`config.mk`:
```
export PLATFORM = sky130hd
export DESIGN_NAME = bkv_back
export DESIGN_NICKNAME = d
export VERILOG_FILES = /design/src/hdl/bucketed_key_value_map_assert.svh /design/src/hdl/bkv_pkg.sv /design/src/hdl/bkv_back.sv
export SDC_FILE = /design/constraint.sdc
export NUM_CORES = 2
export LEC_CHECK = 0
export BUFFER_PORTS_ARGS = -buffer_cell sky130_fd_sc_hd__buf_2
export CORE_MARGIN = 1
export CORE_UTILIZATION = 45
export DETAILED_ROUTE_END_ITERATION = 6
export SLEW_MARGIN = 40
export SYNTH_ARGS = -nofsm -noshare
export SYNTH_HDL_FRONTEND = slang
export SYNTH_SLANG_ARGS = --single-unit
```
`constraint.sdc`:
```
create_clock -name clk -period 44.9 [get_ports clk]
set_input_delay 8.98 -clock clk [delete_from_list [all_inputs] [get_ports clk]]
set_output_delay 8.98 -clock clk [all_outputs]
set_load 0.03 [all_outputs]
```
`src/hdl/bucketed_key_value_map_assert.svh`:
```
// ---------------------------------------------------------------------------
// Assertion macros for the bucketed key-value map
// Concurrent checks clocked on clk and disabled while rst_n is low.
// ---------------------------------------------------------------------------
`ifndef BUCKETED_KEY_VALUE_MAP_ASSERT_SVH
`define BUCKETED_KEY_VALUE_MAP_ASSERT_SVH

// Same-cycle implication.
`define BKV_ASSERT_NOW(lbl, ante, cons, msg) \
  lbl: assert property (@(posedge clk) disable iff (!rst_n) (ante) |-> (cons)) \
    else $error(msg);

// Next-cycle implication.
`define BKV_ASSERT_NEXT(lbl, ante, cons, msg) \
  lbl: assert property (@(posedge clk) disable iff (!rst_n) (ante) |=> (cons)) \
    else $error(msg);

`endif

```
`src/hdl/bkv_pkg.sv`:
```
// ---------------------------------------------------------------------------
// bkv_pkg
// Transaction types, operation and status codes and state types shared by
// the bucketed key-value map modules.
// ---------------------------------------------------------------------------
package bkv_pkg;

  localparam int KEY_W = 31;
  localparam int VAL_W = 31;

  // operation codes; the unused code behaves as the empty query
  localparam logic [1:0] OP_SEARCH = 2'd0;
  localparam logic [1:0] OP_INSERT = 2'd1;
  localparam logic [1:0] OP_EMPTY  = 2'd2;

  // result status codes
  localparam logic [2:0] ST_INSERTED = 3'd0;
  localparam logic [2:0] ST_REPLACED = 3'd1;
  localparam logic [2:0] ST_FULL     = 3'd2;
  localparam logic [2:0] ST_HIT      = 3'd3;
  localparam logic [2:0] ST_MISS     = 3'd4;
  localparam logic [2:0] ST_EMPTY    = 3'd5;

  // request queue
  localparam int Q_DEPTH = 2;
  localparam int Q_PW    = $clog2(Q_DEPTH);

  typedef struct packed {
    logic [1:0]       op;
    logic [KEY_W-1:0] key;
    logic [VAL_W-1:0] new_value;
  } bkv_in_t;

  typedef struct packed {
    logic             hit;
    logic [VAL_W-1:0] read_value;
    logic [2:0]       status;
    logic             is_empty;
  } bkv_out_t;

  typedef enum logic [1:0] {
    FS_IDLE,
    FS_MOD,
    FS_PUSH
  } bkv_front_state_t;

  typedef enum logic [1:0] {
    BS_CLEAR,
    BS_IDLE,
    BS_CMP
  } bkv_back_state_t;

  // queue handshake seen by the front and the back
  typedef struct packed {
    logic full;
    logic empty;
  } bkv_q_stat_t;

endpackage

```
`src/hdl/bkv_back.sv`:
```
// ---------------------------------------------------------------------------
// bkv_back
// Holds the bucket store and carries out requests: a search or insert reads a
// bucket row and compares all ways, an insert writes it back; each emits one result.
// ---------------------------------------------------------------------------
module bkv_back #(
  parameter int BUCKETS = 16,
  parameter int WAYS    = 4,
  parameter int BW      = 4,
  parameter int WI      = 2,
  parameter int CW      = 7
) (
  input  logic             clk,
  input  logic             rst_n,
  input  bkv_pkg::bkv_q_stat_t q_stat,
  input  bkv_pkg::bkv_in_t q_item,
  input  logic [BW-1:0]    q_bucket,
  output logic             pop,
  output logic             clearing,
  output logic             out_strobe,
  output bkv_pkg::bkv_out_t out_item
);

  // bucket rows
  logic [WAYS-1:0]                        valid_mem [BUCKETS];
  logic [WAYS-1:0][bkv_pkg::KEY_W-1:0]    key_mem   [BUCKETS];
  logic [WAYS-1:0][bkv_pkg::VAL_W-1:0]    val_mem   [BUCKETS];

  logic [WAYS-1:0]                        vrow_r, vrow_w;
  logic [WAYS-1:0][bkv_pkg::KEY_W-1:0]    krow_r, krow_w;
  logic [WAYS-1:0][bkv_pkg::VAL_W-1:0]    arow_r, arow_w;

  bkv_pkg::bkv_back_state_t state_r, state_nxt;
  bkv_pkg::bkv_in_t   req_r;
  logic [BW-1:0]      bkt_r;
  logic [BW-1:0]      clr_r, clr_nxt;
  logic [CW-1:0]      count_r, count_nxt;
  bkv_pkg::bkv_out_t  out_r, out_nxt;
  logic               strobe_r, strobe_nxt;
  logic               we, re;
  logic [BW-1:0]      wa;

  logic               found, free_found;
  logic [WI-1:0]      m_idx, f_idx;

  // lowest matching way and lowest free way
  always_comb begin
    found      = 1'b0;
    free_found = 1'b0;
    m_idx      = '0;
    f_idx      = '0;
    for (int w = 0; w < WAYS; w++) begin
      if (vrow_r[w]) begin
        if (!found && (krow_r[w] == req_r.key)) begin
          found = 1'b1;
          m_idx = WI'(w);
        end
      end else if (!free_found) begin
        free_found = 1'b1;
        f_idx      = WI'(w);
      end
    end
  end

  always_comb begin
    state_nxt  = state_r;
    clr_nxt    = clr_r;
    count_nxt  = count_r;
    out_nxt    = out_r;
    strobe_nxt = 1'b0;
    pop        = 1'b0;
    re         = 1'b0;
    we         = 1'b0;
    wa         = bkt_r;
    vrow_w     = vrow_r;
    krow_w     = krow_r;
    arow_w     = arow_r;
    case (state_r)
      bkv_pkg::BS_CLEAR: begin
        we      = 1'b1;
        wa      = clr_r;
        vrow_w  = '0;
        clr_nxt = clr_r + 1'b1;
        if (clr_r == BW'(BUCKETS - 1)) begin
          state_nxt = bkv_pkg::BS_IDLE;
        end
      end
      bkv_pkg::BS_IDLE: begin
        if (!q_stat.empty) begin
          pop = 1'b1;
          if (q_item.op[1]) begin
            strobe_nxt          = 1'b1;
            out_nxt.hit         = 1'b0;
            out_nxt.read_value  = '0;
            out_nxt.status      = bkv_pkg::ST_EMPTY;
            out_nxt.is_empty    = (count_r == '0);
          end else begin
            re        = 1'b1;
            state_nxt = bkv_pkg::BS_CMP;
          end
        end
      end
      bkv_pkg::BS_CMP: begin
        strobe_nxt         = 1'b1;
        out_nxt.hit        = 1'b0;
        out_nxt.read_value = '0;
        if (req_r.op == bkv_pkg::OP_SEARCH) begin
          if (found) begin
            out_nxt.hit        = 1'b1;
            out_nxt.read_value = arow_r[m_idx];
            out_nxt.status     = bkv_pkg::ST_HIT;
          end else begin
            out_nxt.status = bkv_pkg::ST_MISS;
          end
        end else if (found) begin
          we              = 1'b1;
          arow_w[m_idx]   = req_r.new_value;
          out_nxt.hit     = 1'b1;
          out_nxt.status  = bkv_pkg::ST_REPLACED;
        end else if (free_found) begin
          we              = 1'b1;
          vrow_w[f_idx]   = 1'b1;
          krow_w[f_idx]   = req_r.key;
          arow_w[f_idx]   = req_r.new_value;
          count_nxt       = count_r + 1'b1;
          out_nxt.status  = bkv_pkg::ST_INSERTED;
        end else begin
          out_nxt.status = bkv_pkg::ST_FULL;
        end
        out_nxt.is_empty = (count_nxt == '0);
        state_nxt        = bkv_pkg::BS_IDLE;
      end
      default: begin
        state_nxt = bkv_pkg::BS_IDLE;
      end
    endcase
  end

  always_ff @(posedge clk) begin
    if (!rst_n) begin
      state_r  <= bkv_pkg::BS_CLEAR;
      clr_r    <= '0;
      count_r  <= '0;
      strobe_r <= 1'b0;
    end else begin
      state_r  <= state_nxt;
      clr_r    <= clr_nxt;
      count_r  <= count_nxt;
      strobe_r <= strobe_nxt;
    end
  end

  always_ff @(posedge clk) begin
    out_r <= out_nxt;
    if (pop) begin
      req_r <= q_item;
      bkt_r <= q_bucket;
    end
  end

  // store: one write port, one registered read port
  always_ff @(posedge clk) begin
    if (we) begin
      valid_mem[wa] <= vrow_w;
      key_mem[wa]   <= krow_w;
      val_mem[wa]   <= arow_w;
    end
    if (re) begin
      vrow_r <= valid_mem[q_bucket];
      krow_r <= key_mem[q_bucket];
      arow_r <= val_mem[q_bucket];
    end
  end

  assign clearing   = (state_r == bkv_pkg::BS_CLEAR);
  assign out_strobe = strobe_r;
  assign out_item   = out_r;

endmodule

```
## After elaboration in Yosys (flattened, before gate mapping)

Memories as Yosys holds them, arrays and structs flattened. A register that Yosys moved wholly into a read port is not among the register bits.
Index checks and enable logic that the tools add are counted.

| word-level totals | value |
|---|---|
| bits in registers | 118 |
| bits in writable memories | 4032 |
| input bits | 72 |
| output and inout port bits | 39 |
| memories | 3 |

Memory list:

| name | depth | bits a word | rd ports | clocked after Yosys merged registers in | wr ports | RTL line | RTL |
|---|---|---|---|---|---|---|---|
| key_mem | 16 | 124 | 1 | 1 | 1 | bkv_back.sv:26 | `logic [WAYS-1:0][bkv_pkg::KEY_W-1:0] key_mem [BUCKETS];` |
| val_mem | 16 | 124 | 1 | 1 | 1 | bkv_back.sv:27 | `logic [WAYS-1:0][bkv_pkg::VAL_W-1:0] val_mem [BUCKETS];` |
| valid_mem | 16 | 4 | 1 | 1 | 1 | bkv_back.sv:25 | `logic [WAYS-1:0] valid_mem [BUCKETS];` |

| cells by class | value |
|---|---|
| $add $sub $neg | 2 |
| magnitude comparators | 4 |
| equal/unequal tests | 11 |
| muxes and demuxes | 81 |
| bitwise logic cells | 1 |
| reductions and logical operators | 15 |

Operators with widths:

| operator | count |
|---|---|
| $mux W124 | 8 |
| $bwmux W124 | 3 |
| $demux W31 S2 | 2 |
| $eq A31 B31 Y1 | 4 |
| $mux W31 | 4 |
| $mux W36 | 2 |
| $pmux W36 S2 | 1 |
| $bmux W31 S2 | 1 |
| $mux W32 | 1 |
| $mux W1 | 31 |
| $mux W7 | 4 |
| $mux W2 | 13 |
| $mux W4 | 4 |
| $logic_not A7 Y1 | 2 |
| $pmux W4 S2 | 1 |
| $add A7 B1 Y7 const B | 1 |
| $lt A2 B3 Y1 const B | 2 |
| $mux W3 | 2 |
| $ne A2 B2 Y1 const B | 3 |
| $reduce_and A3 Y1 | 2 |
| $logic_and A1 B1 Y1 | 5 |
| $add A4 B1 Y4 const B | 1 |
| $eq A4 B4 Y1 const B | 1 |
| $ge A2 B1 Y1 const B | 2 |
| 10 further kinds | 14 |

## Depth between registers and ports, before layout

| depth | value |
|---|---|
| depth after elaboration | 23 |
| gate-level depth with buffers | 11 |
| mapped depth without buffers | 8 |

## Worst setup path before layout

No wires, ideal clock.

| timing path | value |
|---|---|
| path kind | input to register |
| start | input q_stat[0] in the netlist's numbering |
| end | register arow_r[0] in the netlist's numbering (read register of val_mem), enable pin |
| data arrival time | 23.435 ns |
| required time | 43.996 ns |
| path slack | 20.561 ns |
| cell stages on the path | 2 |
| path buffers | 0 |
| cells stage by stage | nor2b_1 > nor2b_1 |

| between the ends | value |
|---|---|
| longest elaborated chain between the ends | 2 |

RTL lines:

| what | RTL line | RTL |
|---|---|---|
| start, declared | bkv_back.sv:15 | `input bkv_pkg::bkv_q_stat_t q_stat,` |
| $mux W1 | bkv_back.sv:89 | `if (!q_stat.empty) begin` |
| $mux W1 | bkv_back.sv:78 | `case (state_r)` |
| named net re | bkv_back.sv:40 | `logic we, re;` |
| end, declared | bkv_back.sv:31 | `logic [WAYS-1:0][bkv_pkg::VAL_W-1:0] arow_r, arow_w;` |

The timed path passes the listed nets, and every way through them passes these cells.
A chain may end at the register's enable or synchronous reset.

## Final worst setup path

| timing path | value |
|---|---|
| start | input q_stat[0] in the netlist's numbering |
| end | output pop |

| between the ends | value |
|---|---|
| longest elaborated chain between the ends | 2 |

RTL lines:

| what | RTL line | RTL |
|---|---|---|
| $mux W1 | bkv_back.sv:89 |  |
| $mux W1 | bkv_back.sv:78 |  |
| end, declared | bkv_back.sv:18 | `output logic pop,` |

Every way passes these cells.

==> flow_summary.ini <==
[run_status]
status = completed

[pwr]
p_seq_share_pct = 53.4
p_sw_w = 0.00229
leakage_nw = 59.1
p_int_w = 0.00740
power_frac_comb_pct = 10.5
p_clk_share_pct = 36.1
p_per_area_nw_per_um2 = 50.9
switching_share_pct = 23.7
ir_drop_mv = 0.0380

[cts]
clk_latency_ns = 0.96
htreeDepth = 5
clockBufferDepth = 4
numClockSinks = 4402
ctsResizeCount = 0
root_buffer = clkbuf_16
post_cts_buffers = 0
numCtsBuffers = 432
holdBufCountCts = 0
cts_tree = done
cts.clk_slew.worst_paths_ns = 0.06

[critical_path]
crit_arrival_ns = 9.92
critPathMaxStageDelay_ns = 0.50
crit_fanout = 3
r2r_cells = 14
crit_type = primary input to output port
required_ns = 35.92
slowest_stage = nor2b_4
crit_chain = buf_2, nor2b_4, buf_2
startpoint_type = primary input
cpMostUsedCell = buf_2
endpoint_kind = output port

[timing]
grt_setup_unrepaired = false
worst_pin_slew_ns = 0.919
skew_ns = 0.0434
post-route-period-util_pct = 42.1
fmax_ghz = 0.0529
finalSetupTns_ns = 0
relSlewSlack_pct = 38.8
fin_crit_ns = 18.90
finalSetupViolCount = 0
hold_viol_final = 0
final_max_slew_viol_count = 0

[grt]
gr-total-overflow = 0
grt_pass1_wl_um = 591000
grt_max_degree = 93
grt_pass1_vias = 79163
antenna_found_initial = 12
grt_use_total_pct = 21.8

[worst_hold_path]
whs_path_depth = 2
hold_class = flop to flop

[yosys]
ys_types = 51
synth.avg_cell_area_um2 = 24.4
yosys.area.top_type = edfxtp_1
async_flop_share_pct = 0
seq_area_frac_synth_pct = 78.2
post-synth-top-count-cell = edfxtp_1
synth_edf_count = 4388
synth_fp_nets = 6982
netlist.area_leader.share_pct = 78.1
ys.flop_type = edfxtp_1
synthTopCellsByArea = edfxtp_1, mux4_2, mux2_4
yosys_warnings = 0
ys_top_cells_by_count = edfxtp_1, mux4_2, clkbuf_1, mux2_4, xnor2_1
synth.cell_area_um2 = 169000
ys_ff_latch = 4402
syn_inst = 6904

[route]
viasPerCell = 6.05
drtPass1Iterations = 6
dr.first_iter.drc_count = 8194
drc = 0
via_count = 76431
routed_wl_um = 414000
postRouteAntennaNets = 0
wl_per_cell_um = 32.8

[floorplan]
placementRows = 224
initial_utilization_pct = 45.3
fp.dieH_um = 614
fp.dieArea_um2 = 377000
die_w_um = 614
io_pins = 111
core_um2 = 373000

[finish]
utilization_pct = 51.1
syn_to_final_growth_pct = 12.8
design_area_um2 = 190000
fillCellCount = 28696
nets = 7370
drive_gt1_share_pct = 31.6

[placed_design]
post_dp_cell_area_um2 = 177000
port_buffers = 109
dp_hpwl_um = 212000
gp_congestion = 0.818

[flow_run]
cap_violations = 0
[critical path: cells and delay by family]
| family | cells | cell delay (ns) |
|---|---|---|
| simple gates | 1 | 0.50 |
| buf+inv | 2 | 0.44 |
[layer usage]
layer  GRT usage, %  vias to the layer above  routed length (um)
li1               -                    30596                   -
met1           30.5                    42670              170000
met2           36.9                     2644              209000
met3           2.63                      521               24700
met4           5.14                        0               10200
met5              0                        -                   0
[path summary, 6_finish.rpt]
path | from | end | slack, ns
worst max-delay path | q_stat[0] | pop | 26.00
worst min-delay path | state_r[1] | state_r[1] | 0.55
worst max register to register | req_r[36] | val_mem[4][10] | 37.02
worst min register to register | state_r[1] | state_r[1] | 0.55
[power by group through the flow]
stage | Sequential [W] | Clock (W) | Combinational, W
final | 0.00517 | 0.00350 | 0.00102
after CTS | 0.00518 | 0.00356 | 0.00104
after global routing | 0.00521 | 0.00370 | 0.00106
after floorplan | 0.00542 | 0 | 0.000589
after detailed placement | 0.00526 | 0 | 0.00103
after global placement | 0.00523 | 0 | 0.00101
[stage by stage]
step | hold slack [ns] | setup slack [ns] | total power, W | instances
after floorplan | 0.481 | 20.56 | 0.00601 | 6904
after global placement | 0.517 | 26.05 | 0.00625 | 11802
after detailed placement | 0.539 | 26.05 | 0.00629 | 11826
after CTS | 0.550 | 26.05 | 0.00977 | 12623
after global routing | 0.585 | 26.05 | 0.00998 | 12631
final | 0.555 | 26.00 | 0.00969 | 12635
[placed cells by master, fill, tap and decap left out, drive strengths merged, types with 33 or more instances in the layout]
| cell type | n |
|---|---|
| a211oi | 54 |
| edfxtp | 4388 |
| mux2 | 249 |
| clkinv | 210 |
| buf | 330 |
| xnor2 | 116 |
| mux4 | 1209 |
| nor2b | 54 |
| mux2i | 56 |
| nand2 | 60 |
| nand4 | 57 |
| bufinv | 33 |
| clkbuf | 530 |
| a21oi | 87 |
| nor2 | 45 |
[final cells by class]
cell class | count | area [um^2] | area share, %
Antenna cell | 8 | 20.0 | 0.0105
Clock buffer | 530 | 11400 | 5.96
Clock inverter | 267 | 2190 | 1.15
Inverter | 10 | 37.5 | 0.0197
Multi-Input combinational cell | 2116 | 35400 | 18.6
Sequential cell | 4402 | 132000 | 69.3
Tap cell | 4972 | 6220 | 3.27
Timing Repair Buffer | 330 | 3190 | 1.67
[cells by family (layout without fill, tap and decap cells)]
family                   Yosys count  in the layout  share of synthesized area, %
AND/OR/NAND/NOR                  268            268                         0.854
XOR/XNOR                         134            134                         0.695
buffers and inverters            386           1137                          1.00
adder cells (fa/ha/maj)            6              6                        0.0445
other                              0              8                             0
flip-flops                      4402           4402                          78.2
AO/OA/AOI/OAI                    194            194                         0.772
multiplexers                    1514           1514                          18.4
[sequential cells by signal, indices dropped and copies added (netlist names)]
register / flops
count_r: 7
out_strobe: 1
valid_mem: 64
key_mem: 1984
arow_r: 124
bkt_r: 4
vrow_r: 4
val_mem: 1984
state_r: 2
req_r: 64
out_item: 36
clr_r: 4
krow_r: 124
Power figures use the tool's default switching activity.
