==> src/hdl/bucketed_key_value_map_assert.svh <==
// ---------------------------------------------------------------------------
// Assertion macros for the bucketed key-value map
// Concurrent checks clocked on clk and disabled while rst_n is low.
// ---------------------------------------------------------------------------
`ifndef BUCKETED_KEY_VALUE_MAP_ASSERT_SVH
`define BUCKETED_KEY_VALUE_MAP_ASSERT_SVH

// Same-cycle implication.
`define BKV_ASSERT_NOW(lbl, ante, cons, msg) \
  lbl: assert property (@(posedge clk) disable iff (!rst_n) (ante) |-> (cons)) \
    else $error(msg);

// Next-cycle implication.
`define BKV_ASSERT_NEXT(lbl, ante, cons, msg) \
  lbl: assert property (@(posedge clk) disable iff (!rst_n) (ante) |=> (cons)) \
    else $error(msg);

`endif

==> src/hdl/bkv_pkg.sv <==
// ---------------------------------------------------------------------------
// bkv_pkg
// Transaction types, operation and status codes and state types shared by
// the bucketed key-value map modules.
// ---------------------------------------------------------------------------
package bkv_pkg;

  localparam int KEY_W = 31;
  localparam int VAL_W = 31;

  // operation codes; the unused code behaves as the empty query
  localparam logic [1:0] OP_SEARCH = 2'd0;
  localparam logic [1:0] OP_INSERT = 2'd1;
  localparam logic [1:0] OP_EMPTY  = 2'd2;

  // result status codes
  localparam logic [2:0] ST_INSERTED = 3'd0;
  localparam logic [2:0] ST_REPLACED = 3'd1;
  localparam logic [2:0] ST_FULL     = 3'd2;
  localparam logic [2:0] ST_HIT      = 3'd3;
  localparam logic [2:0] ST_MISS     = 3'd4;
  localparam logic [2:0] ST_EMPTY    = 3'd5;

  // request queue
  localparam int Q_DEPTH = 2;
  localparam int Q_PW    = $clog2(Q_DEPTH);

  typedef struct packed {
    logic [1:0]       op;
    logic [KEY_W-1:0] key;
    logic [VAL_W-1:0] new_value;
  } bkv_in_t;

  typedef struct packed {
    logic             hit;
    logic [VAL_W-1:0] read_value;
    logic [2:0]       status;
    logic             is_empty;
  } bkv_out_t;

  typedef enum logic [1:0] {
    FS_IDLE,
    FS_MOD,
    FS_PUSH
  } bkv_front_state_t;

  typedef enum logic [1:0] {
    BS_CLEAR,
    BS_IDLE,
    BS_CMP
  } bkv_back_state_t;

  // queue handshake seen by the front and the back
  typedef struct packed {
    logic full;
    logic empty;
  } bkv_q_stat_t;

endpackage

==> src/hdl/bkv_front.sv <==
// ---------------------------------------------------------------------------
// bkv_front
// Accepts transactions and reduces the key to its bucket by multiplying with
// the reciprocal of the bucket count, then pushes the classified request
// into the queue.
// ---------------------------------------------------------------------------
module bkv_front #(
  parameter int BUCKETS = 16,
  parameter int BW      = 4
) (
  input  logic              clk,
  input  logic              rst_n,
  input  logic              start,
  output logic              busy,
  input  bkv_pkg::bkv_in_t  in_item,
  input  logic              clearing,
  input  bkv_pkg::bkv_q_stat_t q_stat,
  output logic              push,
  output bkv_pkg::bkv_in_t  push_item,
  output logic [BW-1:0]     push_bucket
);

  localparam int KW = bkv_pkg::KEY_W;
  localparam int MW = KW + 1;
  localparam int PW = KW + MW;
  localparam int SH = KW + $clog2(BUCKETS);
  // ceil(2^SH / BUCKETS): the quotient is exact for every key of KW bits
  localparam logic [MW-1:0] RECIP =
    MW'(((64'd1 << SH) + 64'(BUCKETS) - 64'd1) / 64'(BUCKETS));

  bkv_pkg::bkv_front_state_t state_r, state_nxt;
  bkv_pkg::bkv_in_t          item_r;
  logic [PW-1:0]             prod_r, prod_nxt;
  logic [BW-1:0]             rem_r, rem_nxt, rem_step;
  logic                      accept;

  assign busy   = (state_r != bkv_pkg::FS_IDLE) || clearing;
  assign accept = start && !busy;

  // remainder: key minus quotient times the bucket count
  always_comb begin
    logic [KW-1:0] quo;
    logic [KW-1:0] diff;
    quo      = KW'(prod_r >> SH);
    diff     = item_r.key - KW'(quo * KW'(BUCKETS));
    rem_step = diff[BW-1:0];
  end

  always_comb begin
    state_nxt = state_r;
    prod_nxt  = prod_r;
    rem_nxt   = rem_r;
    push      = 1'b0;
    case (state_r)
      bkv_pkg::FS_IDLE: begin
        if (accept) begin
          prod_nxt  = PW'(in_item.key) * PW'(RECIP);
          rem_nxt   = '0;
          state_nxt = in_item.op[1] ? bkv_pkg::FS_PUSH : bkv_pkg::FS_MOD;
        end
      end
      bkv_pkg::FS_MOD: begin
        rem_nxt   = rem_step;
        state_nxt = bkv_pkg::FS_PUSH;
      end
      bkv_pkg::FS_PUSH: begin
        if (!q_stat.full) begin
          push      = 1'b1;
          state_nxt = bkv_pkg::FS_IDLE;
        end
      end
      default: begin
        state_nxt = bkv_pkg::FS_IDLE;
      end
    endcase
  end

  always_ff @(posedge clk) begin
    if (!rst_n) begin
      state_r <= bkv_pkg::FS_IDLE;
    end else begin
      state_r <= state_nxt;
    end
  end

  always_ff @(posedge clk) begin
    if (accept) begin
      item_r <= in_item;
    end
    prod_r <= prod_nxt;
    rem_r  <= rem_nxt;
  end

  assign push_item   = item_r;
  assign push_bucket = rem_r;

endmodule

==> config.mk <==
export PLATFORM = sky130hd
export DESIGN_NAME = bkv_front
export DESIGN_NICKNAME = d
export VERILOG_FILES = /design/src/hdl/bucketed_key_value_map_assert.svh /design/src/hdl/bkv_pkg.sv /design/src/hdl/bkv_front.sv
export SDC_FILE = /design/constraint.sdc
export NUM_CORES = 1
export LEC_CHECK = 0
export CORE_ASPECT_RATIO = 0.6
export CORE_MARGIN = 2
export CORE_UTILIZATION = 35
export CTS_BUF_LIST = sky130_fd_sc_hd__clkbuf_8
export DETAILED_ROUTE_END_ITERATION = 12
export DONT_BUFFER_PORTS = 1
export PLACE_DENSITY = 0.5
export SLEW_MARGIN = 10
export SYNTH_ARGS = -nofsm -noshare
export SYNTH_HDL_FRONTEND = slang
export SYNTH_SLANG_ARGS = --single-unit
==> constraint.sdc <==
create_clock -name clk -period 9.06 [get_ports clk]
set_input_delay 0.906 -clock clk [delete_from_list [all_inputs] [get_ports clk]]
set_output_delay 0.906 -clock clk [all_outputs]
set_load 0.005 [all_outputs]
# Word level (Yosys, flattened, before mapping)
# Cells that the tools add are included.
# totals
register_bits	70
output_inout_bits	70
# op_classes
eq_ne	4
n_reduce_logical	8
n_addsub	1
n_mux	8
# ops
operator	n
$pmux 4 s2	1
$mux 2	3
$pmux 2 s3	1
$mux 4	1
$ne 2x2->1 const B	2
$reduce_and 2->1	2
$reduce_bool 2->1	2
$sub 4x1->4 const B	1
$eq 2x1->1 const B	1
$eq 2x2->1 const B	1
$logic_not 2->1	1
$mux 1	2
$logic_and 1x1->1	1
$logic_not 1->1	1
$logic_or 1x1->1	1

# Logic depth before layout (Yosys ltp)
# Gate-level depths: netlist of the first run.
# depth
ltp_word	6
depth_mapped	2

# Worst setup path after synthesis of the first run
# No wires, ideal clock.
# synth_timing
kind	input to register
from	input port clearing
to	register item_r (netlist bit push_item[0]) (enable)
setup_slack_ps	3078
path_stages	2
t_arrival_ps	5417
cell_sequence	nand2b_1 nor3_1
# synth_via
elab_chain_cells	3
# synth_rtl
element	line	text
start, declared	bkv_front.sv:16	input logic clearing,
$logic_or 1x1->1	bkv_front.sv:37	assign busy = (state_r != bkv_pkg::FS_IDLE) || clearing;
$logic_not 1->1	bkv_front.sv:38	assign accept = start && !busy;
$logic_and 1x1->1	bkv_front.sv:38	
via accept	bkv_front.sv:35	logic accept;
end signal, assigned	bkv_front.sv:88	item_r <= in_item;
end, declared	bkv_front.sv:32	bkv_pkg::bkv_in_t item_r;
# The timed path passes the listed nets, and every way through them passes these cells.
# A chain may end at the register's enable or synchronous reset.

# Worst setup path after layout of the first run
# layout_timing
from	input port clearing
to	output port busy
# layout_via
elab_chain_cells	1
# layout_rtl
element	line	text
$logic_or 1x1->1	bkv_front.sv:37	
end, declared	bkv_front.sv:14	output logic busy,
# Every way passes these cells.

==> impl_metrics.toml, run 1 <==
[status]
status = "completed"

[clock_network]
cts-root-buf = "clkbuf_8"
clock_sinks = 70
h-tree-depth = 3
cts_tree = "built"
post_cts_buffers = 0
postCtsHoldBufs = 0
cts_inserted_buffers = 9
cts_resized = 0
clk_pin_slew_ps = 60
clock_path_buffers = 2
clk_latency_ps = 330

[worst_setup_path]
cpLargestDelayFamily = "simple AND/OR/NAND/NOR gates"
critPathKind = "primary input to output port"
start_kind = "primary input"
arrival_ps = 1230
cp_cell_sequence = "or3_1"
slowest_stage = "or3_1"
reg2reg_to = "push_item[18]"
cp-end-kind = "output port"
critical_path.n_buffers_inverters = 0
regToRegSetupSlack_ps = 7660
cp_num_cells = 1
critical_path_required_ps = 8150
crit_path_max_incr_delay_ps = 330
reg2regPathDepth = 2
r2r-start = "state_r[1]"
critPathMaxFanout = 3

[grt]
grt_max_degree = 38
overflow = 0
grt_antenna_before_repair = 1
grt_usage_pct = 10.51
grt_pass1_wl_mm = 4.788
grt_pass1_vias = 908

[die]
die_area_um2 = 6925
rows = 22
initial_utilization_pct = 35.99
dieWidth_um = 106.1
ios = 140
fp.dieH_um = 65.27
core_area_um2 = 6083

[drt]
wl_mm = 3.500
wl_per_cell_um = 18.72
postRouteAntennaNets = 0
first_pass_iters = 4
avgViaCountPerCell = 4.733
vias = 885
dr.first_iter.drc_count = 45
drc_errors = 0

[final_layout]
final_common_cell = "edfxtp_1"
final_cell_mix = "edfxtp_1 (68), clkbuf_8 (9)"
final_nets = 169
drive_gt1_share_pct = 17.48
finalInstanceArea_um2 = 2494
syn2layout_area_growth_pct = 13.89
utilization_pct = 40.99
antenna_cells = 0
fillers = 517

[placed_design]
port_buffers = 0
gp_congestion = 0.6142
place_area_um2 = 2315

[power]
p_per_area_nw_per_um2 = 246.1
p_total_uw = 613.7
clock_power_share_pct = 36.3
combinationalPowerShare_pct = 1.6
switchingPower_uw = 115.7
pwr-share-seq_pct = 62.1
p_int_uw = 498.0
power_switching_share_pct = 18.86
ir_drop_uv = 75.00
leakage_uw = 0.0008056

[synthesis]
syn_inst = 86
ys.warnings.count = 0
ys_seq_elements = 70
synth.avg_cell_area_um2 = 25.46
synth_async_sr_flop_share_pct = 0
synthesis.nets = 156
synth_ff_type = "edfxtp_1"
netlist_area_um2 = 2190
synth_cell_type_count = 15
synth_edf_count = 68
ys_seq_area_share_pct = 95.09

[timing]
setup_tns_ps = 0
hold_ws_ps = 566.0
slew_viol_final = 0
finalSetupViolCount = 0
tightest_slew_ps = 455.1
fmax_ghz = 0.4678
post-route-period-util_pct = 23.59
fin_worst_skew_ps = 3.195
rsz0062_at_grt = "false"
period_needed_ps = 2137
max_slew_margin_pct = 69.66
final-hold-violation-count = 0

[worst_hold_path]
min_to = "state_r[0]"
min-delay-path-class = "flop to flop"
min_path_cells = 1
hp-start = "state_r[0]"

[job]
maxCapViolations = 0
## sequential cells by signal (all words and copies together) (netlist names)
| signal | count |
|---|---|
| push_bucket | 4 |
| state_r | 2 |
| push_item | 64 |
## cells by family (layout without fill, tap and decap cells)
| group | Yosys count | count (layout) | share of synthesized area (%) |
|---|---|---|---|
| compound gates | 2 | 2 | 0.6284 |
| buf+inv | 1 | 18 | 0.1713 |
| flops | 70 | 70 | 95.09 |
| simple gates | 13 | 13 | 4.114 |
## per-stage QoR
step | instances | worst slack [ps]
final | 187 | 6923
after global routing | 187 | 6901
after CTS | 187 | 6920
after detailed placement | 172 | 6920
after global placement | 172 | 6922
after floorplan | 86 | 3078
## worst max path at each step
stage	slack [ps]	endpoint	from
after floorplan	3080	push_item[0]	clearing
after global placement	6920	busy	clearing
after detailed placement	6920	busy	clearing
after CTS	6920	busy	clearing
after global routing	6900	busy	clearing
final	6920	busy	clearing
## power groups by stage
stage	combinational [uW]	clock [uW]	sequential [uW]
final	9.66	223	381
after global routing	10.9	246	383
after CTS	10.1	234	382
after detailed placement	10.0	0	388
after global placement	9.41	0	389
after floorplan	7.15	0	388
## cell usage after synthesis, types with 2 or more instances
master    number  share of area (%)
dfxtp_1        2                1.8
and2_1         2               0.57
and2_2         2               0.69
edfxtp_1      68                 93
nand2b_1       2               0.57
## layout make-up
type	count	area [um^2]	area share [%]
clock inverters	6	55.05	2.208
repair buffers	2	15.01	0.6021
multi-input cells	15	108.9	4.365
inverters	1	3.754	0.1505
flip-flops and latches	70	2082	83.49
clock buffers	9	123.9	4.967
well taps	84	105.1	4.215
## routing by layer
layer	GRT usage, %	routed length (um)	up-vias
met5	0	13	-
met4	8.388	76	2
met3	10.71	690	11
met2	14.10	1528	102
met1	9.151	1192	403
li1	-	-	367
Note: power is estimated with default switching activity, not from simulation.
==> run 2: changes to the inputs <==
Settings changed: PLACE_DENSITY 0.5 to 0.52.
Clock period 9.06 ns to 1.74 ns, I/O delays scaled along.
==> run 2 against run 1 <==
Core utilization is 11 points higher. Register-to-register slack got worse by 7200 ps. Cell count is 36% higher. Global-route usage grew 2.1 points. Non-clock buffer count up 66. Critical path type is now primary input to flop. Hold slack got worse by 520 ps. Critical path depth is 3 higher. Via count is 24% higher. Combinational power increased to 19 times the previous value. Critical endpoint is now push_item[49]. First-iteration DRC count fell by 58%. Worst setup slack lost 6600 ps.
==> impl_metrics.toml, run 2 (synthesis results as in run 1) <==
[drt]
avgViaCountPerCell = 4.327
wl_per_cell_um = 16.86
vias = 1099
first_pass_iters = 3
drc_errors = 0
wl_mm = 4.283
dr.first_iter.drc_count = 19
postRouteAntennaNets = 0

[final_layout]
drive_gt1_share_pct = 11.76
final_common_cell = "edfxtp_1"
antenna_cells = 0
largest_reg_flops = 64
finalInstanceArea_um2 = 3162
final_cell_mix = "edfxtp_1 (68), dlygate4sd3_1 (66), clkbuf_8 (9)"
utilization_pct = 51.97
syn2layout_area_growth_pct = 44.40
final_nets = 235

[worst_hold_path]
min-delay-path-class = "primary input to flop"

[clock_network]
cts-root-buf = "clkbuf_8"
clk_pin_slew_ps = 70
clk_latency_ps = 330
cts_tree = "built"
h-tree-depth = 3
cts_inserted_buffers = 9
post_cts_buffers = 0
clock_sinks = 70
clock_path_buffers = 2

[die]
fp.dieH_um = 65.27
ios = 140
initial_utilization_pct = 35.99
die_area_um2 = 6925
core_area_um2 = 6083
rows = 22
dieWidth_um = 106.1

[timing]
slew_viol_final = 0
rsz0062_at_grt = "false"
setup_tns_ps = 0
finalSetupViolCount = 0
tightest_slew_ps = 438.6
period_needed_ps = 1446
setup_slack_ps = 293.7
post-route-period-util_pct = 83.12
fmax_ghz = 0.6914
fin_worst_skew_ps = 4.989
max_slew_margin_pct = 70.36
final-hold-violation-count = 0

[status]
status = "completed"

[placed_design]
post-dp-hpwl_mm = 2.765
port_buffers = 0
dp_slack_ps = 452.2
gp_congestion = 0.6648
place_area_um2 = 2342

[worst_setup_path]
slowest_stage = "dlygate4sd3_1"
start_kind = "primary input"
critical_path_required_ps = 1740
arrival_ps = 1440
cp-end-kind = "flop"
critPathMaxFanout = 28
cp_cell_sequence = "dlygate4sd3_1 -> nand2b_4 -> nor3_4 -> buf_4"
crit_path_max_incr_delay_ps = 580
critPathKind = "primary input to flop"

[power]
leakage_uw = 0.001091
p_per_area_nw_per_um2 = 1013
ir_drop_uv = 470.3

[grt]
grt_max_degree = 37
grt_usage_pct = 12.59
grt_pass1_wl_mm = 6.099
overflow = 0
grt_pass1_vias = 1183
grt_antenna_before_repair = 0

[job]
maxCapViolations = 0
[run 2: worst max-delay path, delay by kind of cell]
family	cells	cell delay, ps
and+or+nand+nor	2	320
buffers and inverters	2	940
[run 2: stage by stage]
stage	power (uW)	hold WS, ps	std cells
final	3203	50.97	254
after CTS	3261	29.47	254
after global placement	2082	272.9	172
after detailed placement	2083	272.9	172
after floorplan	2052	272.9	86
after global routing	3347	37.10	254
[run 2: repair_timing]
| action | in CTS | in global routing |
|---|---|---|
| hold buffers | 66 | 0 |
| endpoints found under the hold margin | 66 | 0 |
| gates resized for setup | 0 | 0 |
[run 2: cell type report]
class | instances | area, um^2
clock buffer | 9 | 123.9
clock inverter | 7 | 35.03
tap | 84 | 105.1
timing repair buffer | 68 | 688.2
inverter | 1 | 3.754
multi-input combinational | 15 | 122.6
sequential | 70 | 2083
fill | 472 | 2922
[run 2: power breakdown]
| group | internal [uW] | switching (uW) | total, uW |
|---|---|---|---|
| sequential | 1940 | 43.8 | 1990 |
| clock | 496 | 541 | 1040 |
| combinational | 116 | 64.4 | 180 |
| total | 2550 | 649 | 3200 |
[run 2: worst paths after layout]
kind | startpoint | end | cells past startpoint | slack [ps]
worst max-delay path | start | push_item[49] | 4 | 290
worst min-delay path | clearing | state_r[0] | 2 | 50
worst max register to register | state_r[1] | push_item[49] | 2 | 440
worst min register to register | state_r[0] | state_r[0] | 1 | 500
[run 2: metal layers]
layer	wire [um]	global-route usage, %	share of wire (%)	up-vias
li1	-	-	-	500
met3	576	9.226	13	12
met4	120	7.895	2.8	0
met2	1825	18.27	43	100
met5	0	0	0	-
met1	1760	13.09	41	487
==> run 3: changes to the inputs <==
Settings changed: PLACE_DENSITY 0.52 to 0.5.
Clock period 1.74 ns to 1.4 ns, I/O delays scaled along.
==> run 3 against run 2 <==
Flip-flop and latch count did not move. Hold slack improved by 34 ps. Combinational power grew 27%. Clock-buffer cell count is the same. Total power is 39% higher. Critical path depth is 2 lower. Global-route usage barely moved. Via count grew 3.7%. Sequential power increased by 24%. Core utilization up 1.4 points. First-iteration DRC count increased by 5.3%. Clock power rose by 68%. Critical path type is now flop to flop. Largest cell class unchanged. Largest power group unchanged.
==> impl_metrics.toml, run 3 (synthesis results as in run 1) <==
[die]
fp.dieH_um = 65.27
rows = 22
dieWidth_um = 106.1
core_area_um2 = 6083
initial_utilization_pct = 35.99
die_area_um2 = 6925
ios = 140

[power]
combinationalPowerShare_pct = 5.1
pwr-share-seq_pct = 55.4
power_switching_share_pct = 19.83
ir_drop_uv = 505.4
p_per_area_nw_per_um2 = 1372
leakage_uw = 0.001111
p_int_uw = 3568
clock_power_share_pct = 39.4
switchingPower_uw = 882.5

[drt]
first_pass_iters = 4
wl_per_cell_um = 16.50
vias = 1140
avgViaCountPerCell = 4.488
drc_errors = 0
postRouteAntennaNets = 0
wl_mm = 4.191
dr.first_iter.drc_count = 20

[timing]
max_slew_margin_pct = 74.40
slew_viol_final = 0
finalSetupViolCount = 0
fmax_ghz = 0.7617
tightest_slew_ps = 384.0
hold_ws_ps = 84.61
post-route-period-util_pct = 93.78
final-hold-violation-count = 0
rsz0062_at_grt = "false"
period_needed_ps = 1313
setup_slack_ps = 87.07
fin_worst_skew_ps = 6.097

[final_layout]
syn2layout_area_growth_pct = 48.17
instances_no_fill = 254
largest_reg_flops = 64
final_cell_mix = "edfxtp_1 (68), dlygate4sd3_1 (66), clkbuf_8 (9)"
finalInstanceArea_um2 = 3244
final_common_cell = "edfxtp_1"
utilization_pct = 53.33
final_nets = 235
fillers = 490
drive_gt1_share_pct = 14.12
antenna_cells = 0

[clock_network]
cts-root-buf = "clkbuf_8"
clk_latency_ps = 340
h-tree-depth = 3
cts_tree = "built"
clk_pin_slew_ps = 70
clock_sinks = 70
clock_path_buffers = 2
cts_inserted_buffers = 9

[worst_setup_path]
reg2regPathDepth = 2
start_kind = "flop"
cp-end-kind = "flop"
cp_num_cells = 2
critPathKind = "flop to flop"
slowest_stage = "dlygate4sd3_1"
cpLargestDelayFamily = "buffers and inverters"
regToRegSetupSlack_ps = 90
r2r-start = "state_r[1]"
crit_path_max_incr_delay_ps = 570
cp_cell_sequence = "nor4_2 -> dlygate4sd3_1"
critical_path_required_ps = 1680
critical_path.n_buffers_inverters = 1
cp-startpoint = "state_r[1]"
reg2reg_to = "state_r[0]"
critPathMaxFanout = 8
setup.worst_path.end = "state_r[0]"
arrival_ps = 1600

[placed_design]
dp_slack_ps = 205.5
place_area_um2 = 2355
gp_congestion = 0.6561
post-dp-hpwl_mm = 2.536
port_buffers = 0
placedCellCount = 172

[job]
maxCapViolations = 0

[status]
status = "completed"

[grt]
grt_antenna_before_repair = 0
grt_usage_pct = 12.62
grt_max_degree = 35
overflow = 0
grt_pass1_vias = 1107
grt_pass1_wl_mm = 6.037

[worst_hold_path]
min-delay-path-class = "primary input to flop"
## run 3: power groups by stage
stage | Combinational, uW | Clock [uW] | Sequential, uW
floorplan | 50.6 | 0 | 2500
global placement | 78.0 | 0 | 2510
detailed placement | 80.3 | 0 | 2510
CTS | 226 | 1810 | 2470
global route | 250 | 1900 | 2480
finish | 228 | 1750 | 2470
## run 3: layout make-up
cell class	count	area, um^2	share of cell area (%)
inverters	1	3.754	0.1157
clock buffers	9	123.9	3.818
multi-input cells	15	128.9	3.972
clock inverters	7	98.84	3.047
repair buffers	68	700.7	21.60
well taps	84	105.1	3.239
flip-flops and latches	70	2083	64.21
## run 3: timing repair
action,4_1_cts,5_1_grt
hold endpoints to repair,66,0
setup buffers,0,0
resized for setup,0,1
endpoints found under the setup margin,0,1
hold buffers,66,0
## run 3: worst min-delay path by stage
stage                start             to  slack (ps)  depth (start not counted)
6_report         q_stat[1]     state_r[1]          80                          2
2_1_floorplan   in_item[0]   push_item[0]         240                          0
4_1_cts          q_stat[1]     state_r[1]          60                          2
3_5_place_dp   in_item[17]  push_item[17]         240                          0
5_1_grt          q_stat[1]     state_r[1]          60                          2
3_3_place_gp   in_item[26]  push_item[26]         240                          0
## run 3: per-layer routing
layer  wire length (um)  global-route usage (%)
met1               1632                   13.65
met2               1782                   16.67
met3                632                   9.524
met4                143                   9.539
met5                  0                       0
## run 3: through the flow
step	setup TNS, ps	power (uW)
2_1_floorplan	-59600	2551
3_3_place_gp	0	2593
3_5_place_dp	0	2592
4_1_cts	0	4502
5_1_grt	0	4630
6_report	0	4450
