`src/hdl/bucketed_key_value_map_assert.svh`:
```
// ---------------------------------------------------------------------------
// Assertion macros for the bucketed key-value map
// Concurrent checks clocked on clk and disabled while rst_n is low.
// ---------------------------------------------------------------------------
`ifndef BUCKETED_KEY_VALUE_MAP_ASSERT_SVH
`define BUCKETED_KEY_VALUE_MAP_ASSERT_SVH

// Same-cycle implication.
`define BKV_ASSERT_NOW(lbl, ante, cons, msg) \
  lbl: assert property (@(posedge clk) disable iff (!rst_n) (ante) |-> (cons)) \
    else $error(msg);

// Next-cycle implication.
`define BKV_ASSERT_NEXT(lbl, ante, cons, msg) \
  lbl: assert property (@(posedge clk) disable iff (!rst_n) (ante) |=> (cons)) \
    else $error(msg);

`endif

```
`src/hdl/bkv_pkg.sv`:
```
// ---------------------------------------------------------------------------
// bkv_pkg
// Transaction types, operation and status codes and state types shared by
// the bucketed key-value map modules.
// ---------------------------------------------------------------------------
package bkv_pkg;

  localparam int KEY_W = 31;
  localparam int VAL_W = 31;

  // operation codes; the unused code behaves as the empty query
  localparam logic [1:0] OP_SEARCH = 2'd0;
  localparam logic [1:0] OP_INSERT = 2'd1;
  localparam logic [1:0] OP_EMPTY  = 2'd2;

  // result status codes
  localparam logic [2:0] ST_INSERTED = 3'd0;
  localparam logic [2:0] ST_REPLACED = 3'd1;
  localparam logic [2:0] ST_FULL     = 3'd2;
  localparam logic [2:0] ST_HIT      = 3'd3;
  localparam logic [2:0] ST_MISS     = 3'd4;
  localparam logic [2:0] ST_EMPTY    = 3'd5;

  // request queue
  localparam int Q_DEPTH = 2;
  localparam int Q_PW    = $clog2(Q_DEPTH);

  typedef struct packed {
    logic [1:0]       op;
    logic [KEY_W-1:0] key;
    logic [VAL_W-1:0] new_value;
  } bkv_in_t;

  typedef struct packed {
    logic             hit;
    logic [VAL_W-1:0] read_value;
    logic [2:0]       status;
    logic             is_empty;
  } bkv_out_t;

  typedef enum logic [1:0] {
    FS_IDLE,
    FS_MOD,
    FS_PUSH
  } bkv_front_state_t;

  typedef enum logic [1:0] {
    BS_CLEAR,
    BS_IDLE,
    BS_CMP
  } bkv_back_state_t;

  // queue handshake seen by the front and the back
  typedef struct packed {
    logic full;
    logic empty;
  } bkv_q_stat_t;

endpackage

```
`src/hdl/bkv_queue.sv`:
```
// ---------------------------------------------------------------------------
// bkv_queue
// Short request queue between the front and the back.
// ---------------------------------------------------------------------------
module bkv_queue #(
  parameter int DW = 68
) (
  input  logic          clk,
  input  logic          rst_n,
  input  logic          push,
  input  logic [DW-1:0] push_data,
  input  logic          pop,
  output logic [DW-1:0] head_data,
  output bkv_pkg::bkv_q_stat_t stat
);

  logic [DW-1:0]             slot_r [bkv_pkg::Q_DEPTH];
  logic [bkv_pkg::Q_PW-1:0]  wr_r, rd_r;
  logic [bkv_pkg::Q_PW:0]    cnt_r;

  assign stat.full  = (cnt_r == (bkv_pkg::Q_PW+1)'(bkv_pkg::Q_DEPTH));
  assign stat.empty = (cnt_r == '0);
  assign head_data  = slot_r[rd_r];

  always_ff @(posedge clk) begin
    if (!rst_n) begin
      wr_r  <= '0;
      rd_r  <= '0;
      cnt_r <= '0;
    end else begin
      if (push) begin
        wr_r <= wr_r + 1'b1;
      end
      if (pop) begin
        rd_r <= rd_r + 1'b1;
      end
      if (push && !pop) begin
        cnt_r <= cnt_r + 1'b1;
      end else if (pop && !push) begin
        cnt_r <= cnt_r - 1'b1;
      end
    end
  end

  always_ff @(posedge clk) begin
    if (push) begin
      slot_r[wr_r] <= push_data;
    end
  end

endmodule

```
`config.mk`:
```
export PLATFORM = sky130hd
export DESIGN_NAME = bkv_queue
export DESIGN_NICKNAME = d
export VERILOG_FILES = /design/src/hdl/bucketed_key_value_map_assert.svh /design/src/hdl/bkv_pkg.sv /design/src/hdl/bkv_queue.sv
export SDC_FILE = /design/constraint.sdc
export NUM_CORES = 1
export LEC_CHECK = 0
export ABC_AREA = 1
export BUFFER_PORTS_ARGS = -buffer_cell sky130_fd_sc_hd__buf_2
export CAP_MARGIN = 30
export CORE_ASPECT_RATIO = 0.7
export CORE_MARGIN = 5
export CORE_UTILIZATION = 40
export DETAILED_ROUTE_END_ITERATION = 7
export MAX_ROUTING_LAYER = met4
export PLACE_DENSITY = 0.65
export SYNTH_ARGS = -nofsm -noshare
export SYNTH_HDL_FRONTEND = slang
export SYNTH_SLANG_ARGS = --single-unit
```
`constraint.sdc`:
```
create_clock -name clk -period 10.9 [get_ports clk]
set_input_delay 0.545 -clock clk [delete_from_list [all_inputs] [get_ports clk]]
set_output_delay 0.545 -clock clk [all_outputs]
set_load 0.01 [all_outputs]
```
**Word-level counts from Yosys, hierarchy flattened**

Memories as Yosys holds them, arrays and structs flattened. A register that Yosys moved wholly into a read port is not among the register bits.
Cells that the tools add are included.

- Bits in registers: 4
- Bits in writable memories: 136
- Bits of input ports: 72
- Output and inout bits: 70
- Word-level logic and storage cells: 21
- Memories kept: 1

Memories:

| memory | depth | width | read ports | clocked after memory_dff | write ports | RTL line | source |
|---|---|---|---|---|---|---|---|
| slot_r | 2 | 68 | 1 | 1 | 1 | bkv_queue.sv:17 | `logic [DW-1:0] slot_r [bkv_pkg::Q_DEPTH];` |

- Add/subtract/negate cells: 4
- Equal/unequal tests: 1
- Multiplexer cells: 6
- Reductions and logical operators: 6

Operators by type and width:

| cell | count |
|---|---|
| 1-bit 2-to-1 mux | 4 |
| 2-bit 2-to-1 mux | 2 |
| 1-bit adder, second input constant | 2 |
| 2-bit by 1-bit adder with 2-bit output, second input constant | 1 |
| 2-bit equality test, second input constant | 1 |
| 1-bit logical AND | 2 |
| 1-bit zero test | 2 |
| 2-bit zero test | 1 |
| 2-bit nonzero test | 1 |
| 2-bit by 1-bit subtractor with 2-bit output, second input constant | 1 |

**Logic depth before layout (Yosys ltp)**

Gate-level depths: netlist of the first run.

- Depth in word-level cells: 4
- Gate-level depth with buffers: 8

**Worst setup path before layout of the first run**

OpenSTA, ideal clock, no wires.

- Path type: input to register
- Start point: in push
- End point: mem slot_r[0][0] (enable)
- Arrival: 3436 ps
- Required time: 10404 ps
- Path slack: 6968 ps
- Stages: 2
- Path through: inv_1 nor2_1

- Longest elaborated chain between the ends: 2

RTL lines:

| item | RTL line | source |
|---|---|---|
| start: declaration | bkv_queue.sv:10 | `input logic push,` |
| 1-bit 2-to-1 mux | bkv_queue.sv:46 | `if (push) begin` |
| 1-bit 2-to-1 mux (implied by the code) | bkv_queue.sv:47 | `slot_r[wr_r] <= push_data;` |
| end: declaration | bkv_queue.sv:17 |  |

Every way passes these cells.

==> reports/results.tsv, run 1 <==
metric	value	unit
status	completed	
largest net degree at the start of global routing	69	
Final min period	2480	ps
Synth cell types	15	
Syn Nets	320	
post-CTS sizing	0	
Mapped Area	5230	um2
Crit-path slowest cell	dfxtp_4	
Gate power share	0.085	
Total Power	1.31	mW
clock network fraction of design power	0.428	
unrepaired setup endpoints after global routing	false	
number of port buffers	141	
worst r2r dst	slot_r[1][13]$_DFFE_PP_	
core box area	12600	um2
Via-to-Cell Ratio	4.74	
Root Buffer	clkbuf_16	
gpl congestion	0.698	
Setup CP Type	reg2out	
register area share after synthesis	0.801	
Cell Count Post-Placement	545	
starting density of the core	0.415	
Avg Cell Area, Syn	21.2	um2
P_int	1.04	mW
P per Cell Area	196	nW/um2
skew final	5.73	ps
IO Count	142	
starting DRC count in detailed routing	166	
Reg2Reg Setup Slack	9230	ps
setup bufs post-CTS	0	
Sink Count	141	
CTS tree	built	
crit path max fanout	37	
total grt overflow	0	
Net count, final	475	
clock-pin slew on the worst setup and hold paths	60	ps
sequential fraction of design power	0.488	
slowest stage delay, CP	680	ps
Synth Instances	247	
H-Tree Depth	4	
maximum vdd ir drop	0.000106	V
Die Width	147	um
final slew viol count	0	
die outline height	106	um
reg2reg path depth	3	
Final TNS setup	0	ps
clock buffer depth	2	
P_sw	0.272	mW
die area	15500	um2
DRT Wirelength	9850	um
CP Cell Sequence	buf_12, mux2_2, buf_2	
CP delay by family, top	flip-flops	
layout cells sized above 1	0.583	
global-route wire length before repair	15600	um
critical path arrival	1940	ps
Final period util	0.228	
DR WL/cell	17.0	um
CTS Hold Bufs	0	
Crit. End Element	output port	
CP Launch Type	register	
GRT Util Overall	0.134	
clk_lat worst skew	390	ps
final setup fails	0	
Layout Cells excl Fill	579	
total CTS buffers	17	
WP depth	3	
Max Clock Freq	403	MHz
vias in the first global route	3042	
actual transition at the worst max-transition pin	934	ps
remaining antenna violation count after routing	0	
area added between synthesis and finish	28.1	%
P_leak	2.60	nW
Worst Setup EP	head_data[13]	
Filler cells	1030	
placed wire-length estimate	6440	um
Slew HR	0.378	
DRC	0	
Seq cells post-synth	141	
1st-pass router iterations	4	
reg2reg start	wr_r$_SDFFE_PN0P_	
worst path bufs/invs	2	
Rows	34	
maxcap violations	0	
Vias	2744	
Hold Fails Final Rpt	0	
worst min-delay path category	in2reg	
YS warnings	0	
sw frac	0.208	
Critical Path RT	10360	ps
initial antenna violation count	2	
routing by layer:
layer,global-route usage,vias to the layer above,share of wire
li1,-,1272,-
met1,0.163,1364,0.44
met2,0.203,100,0.47
met3,0.0605,8,0.082
met4,0.0362,0,0.0067
met5,-,-,0
metrics by stage:
step | cell area, um2 | hold slack [ps] | util | setup slack, ps
2_1_floorplan | 5230 | 463 | - | 6970
3_3_place_gp | 6090 | 479 | 0.483 | 8700
3_5_place_dp | 6110 | 496 | 0.485 | 8810
4_1_cts | 6690 | 317 | 0.531 | 8370
5_1_grt | 6690 | 311 | 0.531 | 8300
6_report | 6690 | 334 | 0.531 | 8420
layout make-up:
type | instances | area [um2] | share of cell area
Antenna cell | 2 | 5.00 | 0.000748
Clock buffer | 18 | 429 | 0.0641
Clock inverter | 14 | 150 | 0.0224
Inverter | 8 | 30.0 | 0.00449
Multi-Input combinational cell | 90 | 946 | 0.141
Sequential cell | 141 | 4190 | 0.626
Tap cell | 162 | 203 | 0.0303
Timing Repair Buffer | 144 | 741 | 0.111
registers in the layout, summed over array words and instances (netlist names), named ones only:
register,count
rd_r,1
cnt_r,2
wr_r,1
slot_r,136
power groups by stage:
stage | registers [mW] | logic (mW) | clock network (mW)
after floorplan | 0.645 | 0.0676 | 0
final | 0.639 | 0.111 | 0.560
after global routing | 0.642 | 0.121 | 0.597
after CTS | 0.639 | 0.113 | 0.572
after global placement | 0.653 | 0.105 | 0
after detailed placement | 0.650 | 0.112 | 0
worst min-delay path by stage:
stage / from / to / slack (ps) / cells after the start
floorplan: rd_r$_SDFFE_PN0P_ / register / 460 / 2
global placement: rd_r$_SDFFE_PN0P_ / rd_r$_SDFFE_PN0P_ / 480 / 2
detailed placement: rd_r$_SDFFE_PN0P_ / register / 500 / 2
CTS: push_data[3] / slot_r[0][3]$_DFFE_PP_ / 320 / 1
global route: push_data[37] / slot_r[0][37]$_DFFE_PP_ / 310 / 1
finish: push_data[37] / slot_r[1][37]$_DFFE_PP_ / 330 / 1
logic make-up (layout without fill, tap and decap cells):
kind of cell / after synthesis / in the layout / share of synthesized area
AOI/OAI and AO/OA: 2 / 2 / 0.00191
buffers and inverters: 16 / 184 / 0.0196
muxes: 68 / 68 / 0.161
and+or+nand+nor: 19 / 19 / 0.0144
DFF: 141 / 141 / 0.801
adders and majority gates: 1 / 1 / 0.00239
other: 0 / 2 / 0
Yosys cell counts:
cell      number  area (um2)
buf_8          2        30.0
nor2_1         9        33.8
a21oi_1        1        5.00
nand4_1        1        6.26
buf_6          2        22.5
mux2_2        48         541
o21ai_0        1        5.00
mux2_4        20         300
inv_1          8        30.0
nand2_1        8        30.0
dfxtp_1        5         100
ha_1           1        12.5
edfxtp_1     136        4080
nand3_1        1        5.00
buf_2          4        20.0
layout by cell type (no fill, tap or decap):
master / synthesis / routed
buf_4: 0 / 2
inv_2: 0 / 1
nor2_4: 0 / 1
clkinv_2: 0 / 4
clkinvlp_4: 0 / 1
inv_6: 0 / 1
mux2_2: 48 / 48
diode_2: 0 / 2
nand4_1: 1 / 1
o21ai_0: 1 / 1
dfxtp_1: 5 / 4
dfxtp_4: 0 / 1
mux2_4: 20 / 20
nand2_1: 8 / 8
clkbuf_1: 0 / 1
ha_1: 1 / 1
nor2_1: 9 / 8
inv_1: 8 / 7
edfxtp_1: 136 / 136
clkinv_1: 0 / 4
a21oi_1: 1 / 1
buf_2: 4 / 141
clkbuf_16: 0 / 17
bufinv_16: 0 / 3
buf_12: 0 / 1
nand3_1: 1 / 1
clkinv_4: 0 / 1
Power figures use the tool's default switching activity.
==> inputs of run 2 (changes only) <==
clock period = 2.4 ns   (was 10.9 ns; I/O delays follow)
==> reports/results.tsv, run 2 (synthesis results as in run 1) <==
metric	value	unit	change
layout cells sized above 1	0.505		-0.0780
Largest register FFs	136		unchanged
final slew viol count	0		unchanged
die outline height	106	um	unchanged
Net count, final	550		+16%
starting density of the core	0.415		unchanged
clock-pin slew on the worst setup and hold paths	60	ps	about the same
sw frac	0.208		+0.000242
Vias	2983		+8.7%
dpl cell area	6120	um2	+0.29%
number of port buffers	141		unchanged
Max Clock Freq	502	MHz	
total grt overflow	0		unchanged
P_leak	2.91	nW	+12%
clk_lat worst skew	400	ps	about the same
unrepaired setup endpoints after global routing	false		
worst path bufs/invs	2		unchanged
CTS tree	built		
GRT Util Overall	0.146		+0.0121
critical path arrival	1870	ps	-70 ps
Crit. End Element	output port		
Layout Cells excl Fill	651		+12%
final hold slack	139	ps	-195 ps
Final min period	1990	ps	
Final TNS setup	0	ps	unchanged
post-CTS sizing	0		unchanged
CP Cell Sequence	buf_4, mux2_2, buf_2		
P per Cell Area	816	nW/um2	+320%
1st-pass router iterations	4		unchanged
worst r2r dst	slot_r[1][34]$_DFFE_PP_		
Root Buffer	clkbuf_16		
DR WL/cell	16.3	um	-4.3%
global-route wire length before repair	17100	um	+9.4%
largest registers	slot_r (136), cnt_r (2)		
gpl congestion	0.732		+4.9%
Filler cells	956		-7.2%
core box area	12600	um2	unchanged
initial antenna violation count	0		-2
Reg2Reg Setup Slack	990	ps	-8240 ps
H-Tree Depth	4		unchanged
Sink Count	141		unchanged
remaining antenna violation count after routing	0		unchanged
commonest cells after routing, fill and taps aside	buf_2, edfxtp_1, dlygate4sd3_1		
crit path max fanout	31		-16%
Total Power	6.05	mW	+360%
design area	7420	um2	+11%
most common cell after layout, fill and taps aside	buf_2		
placed wire-length estimate	6800	um	+5.6%
DRC	0		unchanged
clock network fraction of design power	0.421		-0.007
Critical Path RT	2280	ps	-8080 ps
sequential fraction of design power	0.477		-0.011
status	completed		
DRT Wirelength	10600	um	+7.6%
P_sw	1.26	mW	+360%
reg2reg path depth	3		unchanged
CP Launch Type	register		
total CTS buffers	17		unchanged
Worst Setup EP	head_data[60]		
Setup CP Type	reg2out		
starting DRC count in detailed routing	138		-17%
maximum vdd ir drop	0.000479	V	+350%
maxcap violations	0		unchanged
clock buffer depth	2		unchanged
final setup fails	0		unchanged
WP depth	3		unchanged
Crit-path slowest cell	dfxtp_4		
vias in the first global route	3311		+8.8%
actual transition at the worst max-transition pin	504	ps	-429 ps
reg2reg start	wr_r$_SDFFE_PN0P_		
IO Count	142		unchanged
area added between synthesis and finish	41.9	%	
CP delay by family, top	buffers and inverters		
Most flops, register	slot_r		
largest net degree at the start of global routing	37		-46%
Hold Fails Final Rpt	0		unchanged
Slew HR	0.664		+0.286
Cell Count Post-Placement	549		+0.73%
slowest stage delay, CP	480	ps	-200 ps
worst min-delay path category	in2reg		
Antenna Cells	0		-2
Gate power share	0.102		+0.017
die area	15500	um2	unchanged
Final period util	0.830		
Via-to-Cell Ratio	4.58		-3.3%
skew final	9.23	ps	+3.50 ps
Rows	34		unchanged
P_int	4.79	mW	+360%
Die Width	147	um	unchanged
## run 2: layer usage
layer / vias up / share of wire / GRT usage
met4: 0 / 0.0056 / 0.0483
li1: 1417 / - / -
met5: - / 0 / -
met3: 9 / 0.068 / 0.0506
met1: 1444 / 0.45 / 0.181
met2: 113 / 0.48 / 0.226
## run 2: worst min path at each step
stage	start	slack, ps	cells past startpoint	endpoint
2_1_floorplan	push_data[0]	220	0	slot_r[0][0]$_DFFE_PP_
3_3_place_gp	push_data[5]	310	1	slot_r[1][5]$_DFFE_PP_
3_5_place_dp	push_data[18]	310	1	slot_r[1][18]$_DFFE_PP_
4_1_cts	push	100	3	cnt_r[0]$_SDFFE_PN0P_
5_1_grt	push	140	3	cnt_r[0]$_SDFFE_PN0P_
6_report	push	140	3	cnt_r[0]$_SDFFE_PN0P_
## run 2: through the flow
step	setup WS [ps]	util
detailed placement	805	0.486
floorplan	193	-
finish	407	0.589
global route	296	0.589
CTS	350	0.589
global placement	819	0.486
## run 2: repair_timing
item / in CTS / in global routing
hold buffers: 71 / 0
endpoints found under the setup margin: 0 / 0
buffers inserted: 0 / 0
endpoints found under the hold margin: 141 / 0
## run 2: power groups by stage
stage          clock network [mW]  logic, mW  registers [mW]
6_report                     2.55      0.615            2.89
5_1_grt                      2.74      0.667            2.90
4_1_cts                      2.61      0.621            2.89
3_5_place_dp                    0      0.528            2.94
3_3_place_gp                    0      0.514            2.93
2_1_floorplan                   0      0.308            2.92
## run 2: area by class of cell
| cell class | count | area, um2 | share of cell area |
|---|---|---|---|
| Clock inverter | 12 | 148 | 0.0199 |
| Inverter | 8 | 30.0 | 0.00405 |
| Sequential cell | 141 | 4190 | 0.565 |
| Tap cell | 162 | 203 | 0.0273 |
| Multi-Input combinational cell | 90 | 946 | 0.128 |
| Timing Repair Buffer | 219 | 1470 | 0.198 |
| Clock buffer | 19 | 433 | 0.0584 |
## run 2: worst register-to-register path: cells and delay by family (launching register included)
kind,cells,cell delay [ps]
buf+inv,2,480
flops,1,400
simple gates,1,120
==> inputs of run 3 (changes only) <==
ABC_AREA = 0   (was 1)
clock period = 1.9 ns   (was 2.4 ns; I/O delays follow)
==> reports/results.tsv, run 3 <==
metric	value	unit	change
Final TNS setup	0	ps	unchanged
post-synthesis simple-gate area fraction	0.0103		-0.00405
Hold Fails Final Rpt	0		unchanged
P_int	5.97	mW	+25%
final setup fails	0		unchanged
status	completed		
P per Cell Area	1030	nW/um2	+26%
actual transition at the worst max-transition pin	430	ps	-74.4 ps
skew final	7.10	ps	-2.13 ps
Rows	34		unchanged
largest cells by area after synthesis	edfxtp_1, mux2_2, mux2_4		
slowest stage delay, CP	480	ps	about the same
unrepaired setup endpoints after global routing	false		
largest area contributor in the netlist	edfxtp_1		
Place WS	555	ps	-250 ps
largest family of logic cells by synthesized area	multiplexers		
clock buffer depth	2		unchanged
total CTS buffers	17		unchanged
Reg2Reg Setup Slack	590	ps	-400 ps
fraction of registers with async set/reset	0		unchanged
xor/xnor cell area share of the yosys netlist	0.00504		+0.00504
Final min period	1760	ps	
DRC	0		unchanged
CP Cell Sequence	buf_12, mux2_2, buf_2		
Final period util	0.926		
initial antenna violation count	0		unchanged
reg2reg start	wr_r$_SDFFE_PN0P_		
Final WS setup	141	ps	-266 ps
post-synthesis compound-gate area fraction	0.00384		+0.00192
post-CTS sizing	0		unchanged
multiplexer share of the synthesized area	0.161		+0.000348
vias in the first global route	3248		-1.9%
commonest cells after routing, fill and taps aside	buf_2, edfxtp_1, dlygate4sd3_1		
global-route wire length before repair	16500	um	-3.4%
Antenna Cells	0		unchanged
IO Count	142		unchanged
Mapped Area	5210	um2	-0.22%
Syn Nets	307		-4.1%
CTS tree	built		
GRT Util Overall	0.142		-0.00408
YS warnings	0		unchanged
core box area	12600	um2	unchanged
worst min-delay path category	in2reg		
largest registers	slot_r (136), cnt_r (2)		
worst r2r dst	slot_r[1][20]$_DFFE_PP_		
crit path max fanout	30		-3.2%
most common cell in the netlist	edfxtp_1		
P_leak	2.87	nW	-1.5%
Sink Count	141		unchanged
hold path start	pop		
clock-pin slew on the worst setup and hold paths	60	ps	about the same
reg2reg path depth	2		-1
1st-pass router iterations	4		unchanged
P_sw	1.62	mW	+29%
Post-Synth Adder-Cell Area	0.00240		+0.00000517
hold depth	3		unchanged
Largest register FFs	136		unchanged
final hold slack	65.1	ps	-73.6 ps
clock network fraction of design power	0.407		-0.014
maxcap violations	0		unchanged
Post-synth top cells	edfxtp_1, mux2_2, mux2_4, dfxtp_1		
Synth cell types	18		+3
Yosys top cell area share	0.783		+0.00169
CP Launch Type	register		
Vias	2907		-2.5%
Max Clock Freq	568	MHz	
final slew viol count	0		unchanged
Crit. End Element	output port		
gpl congestion	0.740		+1.1%
Root Buffer	clkbuf_16		
starting density of the core	0.414		-0.000894
most common cell after layout, fill and taps aside	buf_2		
Post-synth EDFFs	136		unchanged
layout cells sized above 1	0.516		+0.0107
Total Power	7.59	mW	+25%
Gate power share	0.113		+0.011
Main synth FF type	edfxtp_1		
Via-to-Cell Ratio	4.58		about the same
Seq cells post-synth	141		unchanged
Critical Path RT	1800	ps	-480 ps
DR WL/cell	16.0	um	-1.5%
Die Width	146	um	-0.10%
Slew HR	0.714		+0.0496
area added between synthesis and finish	42.0	%	about the same
Net count, final	534		-2.9%
critical path arrival	1660	ps	-210 ps
sequential fraction of design power	0.480		+0.003
Crit-path slowest cell	dfxtp_4		
setup bufs post-CTS	0		unchanged
starting DRC count in detailed routing	123		-11%
total grt overflow	0		unchanged
sw frac	0.214		+0.00580
register area share after synthesis	0.802		+0.00173
H-Tree Depth	4		unchanged
DRT Wirelength	10200	um	-4.0%
maximum vdd ir drop	0.000570	V	+19%
die outline height	106	um	about the same
remaining antenna violation count after routing	0		unchanged
Synth Instances	234		-5.3%
number of port buffers	141		unchanged
Setup CP Type	reg2out		
clk_lat worst skew	400	ps	about the same
largest net degree at the start of global routing	39		+5.4%
placed wire-length estimate	6490	um	-4.5%
CTS Hold Bufs	69		-2.8%
Most flops, register	slot_r		
die area	15500	um2	-0.20%
Avg Cell Area, Syn	22.3	um2	+5.3%
run 3: changes by cell type after synthesis, moves of 2 or more:
cell	delta
and2_1	+4
nand2_1	-8
inv_1	-7
nor2b_1	+3
nor2_1	-8
xor2_1	+2
run 3: worst max-delay path by stage:
stage                                  from                     end  slack, ps  cells after the start
after global placement             register           head_data[15]        560                      3
after CTS                          register           head_data[67]        110                      3
after floorplan           wr_r$_SDFFE_PN0P_  slot_r[0][0]$_DFFE_PP_        130                      1
final                              register           head_data[17]        140                      3
after detailed placement           register           head_data[15]        560                      3
after global routing               register           head_data[25]         70                      3
run 3: cell type report:
class                      count  area, um2
sequential                   141       4190
inverter                       1       3.75
tap                          162        203
clock buffer                  18        429
fill                         946       5190
clock inverter                13        125
timing repair buffer         216       1490
multi-input combinational     84        963
run 3: layer usage:
metal	GRT usage	share of wire	up-vias	routed length [um]
met5	-	0	-	0
met4	0.0423	0.0086	0	88
li1	-	-	1378	-
met1	0.172	0.44	1412	4490
met3	0.0536	0.070	9	710
met2	0.223	0.48	108	4880
run 3: critical path: cells and delay by family (launching register included):
family | cells | cell delay (ps)
buffers and inverters | 2 | 390
DFF | 1 | 480
muxes | 1 | 370
run 3: cells by family after synthesis:
group                    Yosys count
XOR/XNOR                           3
flip-flops                       141
multiplexers                      68
buffers and inverters              9
AND/OR/NAND/NOR                    9
adder cells (fa/ha/maj)            1
AO/OA/AOI/OAI                      3
run 3: metrics by stage:
step | util | std cells | instance area (um2)
after global placement | 0.489 | 535 | 6160
after detailed placement | 0.489 | 535 | 6160
after CTS | 0.588 | 635 | 7400
final | 0.588 | 635 | 7400
after floorplan | - | 234 | 5220
after global routing | 0.588 | 635 | 7400
run 3: power groups by stage:
stage               registers (mW)  clock network [mW]  logic, mW
floorplan                     3.69                   0      0.449
global placement              3.71                   0      0.739
detailed placement            3.71                   0      0.754
CTS                           3.65                3.17      0.870
global route                  3.66                3.32      0.928
finish                        3.65                3.09      0.857
